==> src/rtl/pcs_pkg.sv <==
// ----------------------------------------------------------------------------
// pcs_pkg
// Shared types and constants of the pairwise Coulomb step block.
// ----------------------------------------------------------------------------
package pcs_pkg;

    localparam int IDX_W      = 6;
    localparam int SLOT_CODES = 2 ** IDX_W;
    localparam int DT_W       = 16;
    localparam int FRC_W      = 22;      // force and acceleration stay below 2^22
    localparam int CFG_IDX_W  = 2;
    localparam int CFG_DATA_W = 13;

    localparam logic [CFG_IDX_W-1:0] CFG_WIDTH_LIMIT  = 2'd0;
    localparam logic [CFG_IDX_W-1:0] CFG_HEIGHT_LIMIT = 2'd1;
    localparam logic [CFG_IDX_W-1:0] CFG_FLOOR_OFFSET = 2'd2;

    localparam logic [12:0] WIDTH_RESET  = 13'd1920;
    localparam logic [12:0] HEIGHT_RESET = 13'd1080;
    localparam logic [11:0] FLOOR_RESET  = 12'd300;

    localparam logic [1:0] OUT_LOADED = 2'd0;
    localparam logic [1:0] OUT_FORCE  = 2'd1;
    localparam logic [1:0] OUT_TURN   = 2'd2;
    localparam logic [1:0] OUT_SKIP   = 2'd3;

    localparam logic KIND_LOAD = 1'b0;
    localparam logic KIND_PAIR = 1'b1;

    // k*q*q / mass in Q16.16
    localparam logic [31:0] KQQ_OVER_MASS = 32'd1178016388;
    // 20 pixels squared in Q32.32
    localparam logic [63:0] NEAR_D2 = 64'd400 << 32;

    typedef enum logic [1:0] {
        OP_MUL,
        OP_DIV,
        OP_SQRT
    } op_t;

    typedef struct packed {
        logic signed [31:0] px;
        logic signed [31:0] py;
        logic signed [31:0] vx;
        logic signed [31:0] vy;
        logic               neg;
        logic               pin;
    } entry_t;

endpackage

==> src/rtl/pcs_unit.sv <==
// ----------------------------------------------------------------------------
// pcs_unit
// Shared arithmetic unit: 32x32 multiply with a registered product, 64/64 divide with a
// 32-bit quotient and 64-bit floor square root, both one bit per cycle.
// ----------------------------------------------------------------------------
module pcs_unit
(
    input  logic          clk,
    input  logic          rst_n,
    input  logic          go,
    input  pcs_pkg::op_t  op,
    input  logic [63:0]   opa,
    input  logic [63:0]   opb,
    output logic          done,
    output logic [63:0]   result
);

    typedef enum logic [1:0] {
        U_IDLE,
        U_DIV,
        U_SQRT
    } ustate_t;

    localparam int STEPS = 32;
    localparam int CNT_W = $clog2(STEPS);

    ustate_t            state_reg;
    logic [CNT_W-1:0]   cnt_reg;
    logic               done_reg;
    logic [63:0]        result_reg;
    logic [63:0]        rem_reg;
    logic [31:0]        sh_reg;
    logic [63:0]        dvs_reg;
    logic [63:0]        root_reg;
    logic [63:0]        bit_reg;

    logic [63:0]        mul_prod;
    logic [64:0]        div_trial;
    logic               div_ge;
    logic [63:0]        div_rem_next;
    logic [31:0]        div_sh_next;
    logic [64:0]        sq_sum;
    logic               sq_ge;
    logic [63:0]        sq_rem_next;
    logic [63:0]        sq_root_next;

    assign mul_prod = opa[31:0] * opb[31:0];

    // restoring divide step; remainder stays below the divisor
    always_comb
    begin
        div_trial    = {rem_reg, sh_reg[31]};
        div_ge       = div_trial >= {1'b0, dvs_reg};
        div_rem_next = div_ge ? 64'(div_trial - {1'b0, dvs_reg}) : div_trial[63:0];
        div_sh_next  = {sh_reg[30:0], div_ge};
    end

    // digit-by-digit root, two radicand bits per step
    always_comb
    begin
        sq_sum       = {1'b0, root_reg} + {1'b0, bit_reg};
        sq_ge        = {1'b0, rem_reg} >= sq_sum;
        sq_rem_next  = sq_ge ? 64'({1'b0, rem_reg} - sq_sum) : rem_reg;
        sq_root_next = sq_ge ? (root_reg >> 1) + bit_reg : root_reg >> 1;
    end

    always_ff @(posedge clk or negedge rst_n)
    begin
        if (!rst_n)
        begin
            state_reg <= U_IDLE;
            cnt_reg   <= '0;
            done_reg  <= 1'b0;
        end
        else
        begin
            done_reg <= 1'b0;
            case (state_reg)
                U_IDLE:
                begin
                    if (go)
                    begin
                        cnt_reg <= '0;
                        case (op)
                            pcs_pkg::OP_MUL:
                            begin
                                result_reg <= mul_prod;
                                done_reg   <= 1'b1;
                            end
                            pcs_pkg::OP_DIV:
                            begin
                                rem_reg   <= {32'd0, opa[63:32]};
                                sh_reg    <= opa[31:0];
                                dvs_reg   <= opb;
                                state_reg <= U_DIV;
                            end
                            pcs_pkg::OP_SQRT:
                            begin
                                rem_reg   <= opa;
                                root_reg  <= '0;
                                bit_reg   <= 64'd1 << 62;
                                state_reg <= U_SQRT;
                            end
                            default:
                            begin
                            end
                        endcase
                    end
                end
                U_DIV:
                begin
                    rem_reg <= div_rem_next;
                    sh_reg  <= div_sh_next;
                    cnt_reg <= cnt_reg + 1'b1;
                    if (cnt_reg == CNT_W'(STEPS - 1))
                    begin
                        result_reg <= {32'd0, div_sh_next};
                        done_reg   <= 1'b1;
                        state_reg  <= U_IDLE;
                    end
                end
                U_SQRT:
                begin
                    rem_reg  <= sq_rem_next;
                    root_reg <= sq_root_next;
                    bit_reg  <= bit_reg >> 2;
                    cnt_reg  <= cnt_reg + 1'b1;
                    if (cnt_reg == CNT_W'(STEPS - 1))
                    begin
                        result_reg <= sq_root_next;
                        done_reg   <= 1'b1;
                        state_reg  <= U_IDLE;
                    end
                end
                default:
                begin
                    state_reg <= U_IDLE;
                end
            endcase
        end
    end

    assign done   = done_reg;
    assign result = result_reg;

    a_go_idle: assert property (@(posedge clk) disable iff (!rst_n)
        go |-> state_reg == U_IDLE)
        else $error("unit started while iterating");

    a_done_pulse: assert property (@(posedge clk) disable iff (!rst_n)
        done_reg |=> !done_reg)
        else $error("unit done held for two cycles");

    a_iter_done: assert property (@(posedge clk) disable iff (!rst_n)
        (state_reg != U_IDLE && cnt_reg == CNT_W'(STEPS - 1)) |=> done_reg)
        else $error("iteration ended without done");

endmodule

==> config.mk <==
export PLATFORM = sky130hd
export DESIGN_NAME = pcs_unit
export DESIGN_NICKNAME = d
export VERILOG_FILES = /design/src/rtl/pcs_pkg.sv /design/src/rtl/pcs_unit.sv
export SDC_FILE = /design/constraint.sdc
export NUM_CORES = 2
export LEC_CHECK = 0
export BUFFER_PORTS_ARGS = -buffer_cell sky130_fd_sc_hd__buf_4
export CAP_MARGIN = 20
export CORE_MARGIN = 5
export CORE_UTILIZATION = 55
export DETAILED_ROUTE_END_ITERATION = 8
export GPL_TIMING_DRIVEN = 1
export PLACE_DENSITY = 0.84
export SYNTH_ARGS = -nofsm -noshare
export SYNTH_HDL_FRONTEND = slang
export SYNTH_SLANG_ARGS = --single-unit
==> constraint.sdc <==
create_clock -name clk -period 8.1 [get_ports clk]
set_input_delay 1.62 -clock clk [delete_from_list [all_inputs] [get_ports clk]]
set_output_delay 1.62 -clock clk [all_outputs]
set_load 0.1 [all_outputs]
==> impl_metrics.yaml <==
outcome:
  status: "finished with violations"
  violations: "negative setup slack"
final_layout:
  layout.nets: 8471
  mostFrequentLayoutCell: "inv_1"
  final_cell_mix: "985 x inv_1, 842 x fa_1, 800 x nand2_1, 598 x and2_1, 570 x buf_4"
  fin_util: 0.643
  syn_to_final_growth_pct: 15.9
  drive_gt1_frac: 0.159
routing:
  wl_per_cell_um: 23.8
  first_iter_violations: 5841
  dr.pass1.iters: 7
  viasPerCell: 6.17
  drc: 0
  ant_nets: 0
  wl_mm: 200
  route.vias.total: 51923
logic_synthesis:
  synth_edf_count: 320
  synth_area_um2: 59600
  ys_warn_count: 0
  syn_nets: 8087
  yosysTopAreaCell: "fa_1"
  yosys.area.top_type_share: 0.302
  ys_async_sr_fraction: 0.0244
  syn_inst: 6593
  postSynthAreaPerCell_um2: 9.04
  yosys-top-cells-area: "fa_1 30%, edfxtp_1 16%, ha_1 9.7%"
  yosysSeqAreaShare: 0.165
  ys_ff_latch: 328
  synth_ff_type: "edfxtp_1"
  synth_cell_types: 84
global_route:
  overflow: 0
  antenna_found_initial: 16
  grt_use_total: 0.334
  grt_max_degree: 75
  grt_pass1_wl_mm: 302
  grt_pass1_vias: 53333
worst_setup_path:
  critPathTopFamily: "adder cells"
  crit_path_max_incr_delay_ps: 570
  setup.worst_path.end_class: "flip-flop"
  criticalPathCategory: "primary input to flip-flop"
  rr_worst_depth: 28
  rr_startpoint: "bit_reg[0]"
  regToRegSetupSlack_ps: 490
  crit_start: "opa[11]"
  cpMaxStageDelayCell: "fa_1"
  crit_arrival_ps: 8860
  worst-path-stages: 30
  critical_path_required_ps: 8360
  cp_max_fo: 19
  r2r_end: "result[28]"
  path_common_cell: "fa_1"
  worstSetupEndpoint: "result[40]"
  startpoint_type: "primary input"
  worst-path-buf-inv: 9
cts:
  tritoncts: "done"
  hold_buffers: 0
  clk_path_buf_depth: 3
  htree_levels: 2
  cts_buffers: 38
  ctsRootBufferMaster: "clkbuf_16"
  clock_sinks: 328
  clk_pin_slew_ps: 60
  clk_latency_ps: 600
timing:
  worst_pin_slew_ps: 1080
  drv_slew: 0
  finalCritPeriodShare: 1.06
  rsz0062_at_grt: "true"
  hold_slack_ps: 515
  layout_setup_ws_ps: -499
  fin_crit_ps: 8600
  slew_headroom: 0.271
  hold_violations: 0
  setup_viol: 30
  worst_clock_skew_ps: 44.0
  max_clock_freq_mhz: 116
floorplan:
  pin_count: 198
  die_x_um: 339
  initial_core_util: 0.555
  rows: 120
  dieArea_um2: 115000
  core_um2: 107000
  die_h_um: 339
placement:
  gp_congestion: 1.02
  io_buffers: 197
  dp_slack_ps: -1160
  hpwlAfterDp_mm: 156
run:
  max_cap_viol_count: 0
worst_hold_path:
  hold_path.class: "flip-flop to flip-flop"
## tightest hold or removal path, cell delays in order, from the launching register on
cell,delay (ps)
dfrtp_1,360
nand2_1,60
nand2_1,60
## metal layers
layer,part of all wire,vias to the layer above,routed length [um],track usage
li1,-,22308,-,-
met1,0.36,25479,72400,0.429
met2,0.45,3318,90400,0.535
met3,0.12,798,23800,0.0764
met4,0.065,20,13000,0.163
met5,0.0011,-,211,0
## metrics by stage
stage	TNS, ps	area, um^2	std cells
global route	-12070	69000	8409
global placement	-26040	65100	8262
CTS	-2320	68100	8372
finish	-7760	69000	8413
detailed placement	-29680	65100	8262
floorplan	-2110	60000	6593
## cell type report
type / instances / area [um^2]
inverter: 1000 / 3760
timing repair buffer: 704 / 6380
tap: 1403 / 1760
clock inverter: 25 / 355
antenna: 5 / 12.5
clock buffer: 43 / 970
fill: 8113 / 38300
sequential: 328 / 9810
multi-input combinational: 4905 / 46000
## cell families (layout without fill, tap and decap cells)
| group | Yosys count | in the layout | share of synthesized area |
|---|---|---|---|
| AND/OR/NAND/NOR | 2047 | 2047 | 0.169 |
| adder cells (fa/ha/maj) | 1361 | 1361 | 0.399 |
| buffers and inverters | 1360 | 1772 | 0.0863 |
| AO/OA/AOI/OAI | 1114 | 1114 | 0.121 |
| flip-flops | 328 | 328 | 0.165 |
| XOR/XNOR | 294 | 294 | 0.0432 |
| multiplexers | 89 | 89 | 0.0168 |
| other | 0 | 5 | 0 |
## cell usage after synthesis (all sizes together) (17+ instances only)
| cell | count |
|---|---|
| and2 | 640 |
| mux2i | 33 |
| nor2b | 33 |
| nand2b | 26 |
| mux2 | 56 |
| nand3 | 84 |
| nand2 | 809 |
| o21ai | 224 |
| buf | 20 |
| fa | 898 |
| nor3 | 42 |
| o211ai | 22 |
| o221ai | 38 |
| a21oi | 289 |
| a31oi | 115 |
| ha | 463 |
| nor4 | 17 |
| a21o | 123 |
| xnor2 | 168 |
| nor2 | 242 |
| inv | 1000 |
| a221oi | 32 |
| xor2 | 126 |
| o22ai | 32 |
| o21bai | 50 |
| edfxtp | 320 |
| clkbuf | 340 |
| a211oi | 20 |
| o21a | 22 |
| and3 | 30 |
| nand4 | 72 |
## worst min-delay path by stage
stage | start | to | slack, ps | cells past startpoint
5_1_grt | cnt_reg[4] | cnt_reg[4] | 540 | 2
6_report | cnt_reg[4] | cnt_reg[4] | 520 | 2
3_5_place_dp | cnt_reg[4] | cnt_reg[4] | 470 | 2
3_3_place_gp | cnt_reg[4] | cnt_reg[4] | 460 | 2
4_1_cts | cnt_reg[4] | cnt_reg[4] | 490 | 2
2_1_floorplan | cnt_reg[4] | cnt_reg[4] | 450 | 2
## what timing repair did
item / 4_1_cts / 5_1_grt
setup buffers: 37 / 32
gates cloned: 5 / 5
pin swaps: 127 / 146
setup endpoints to repair: 28 / 34
gates resized for setup: 261 / 143
hold endpoints to repair: 0 / 0
Power is not shown: default switching activity piles up to over one toggle a cycle in this logic, so the estimate is an artifact.
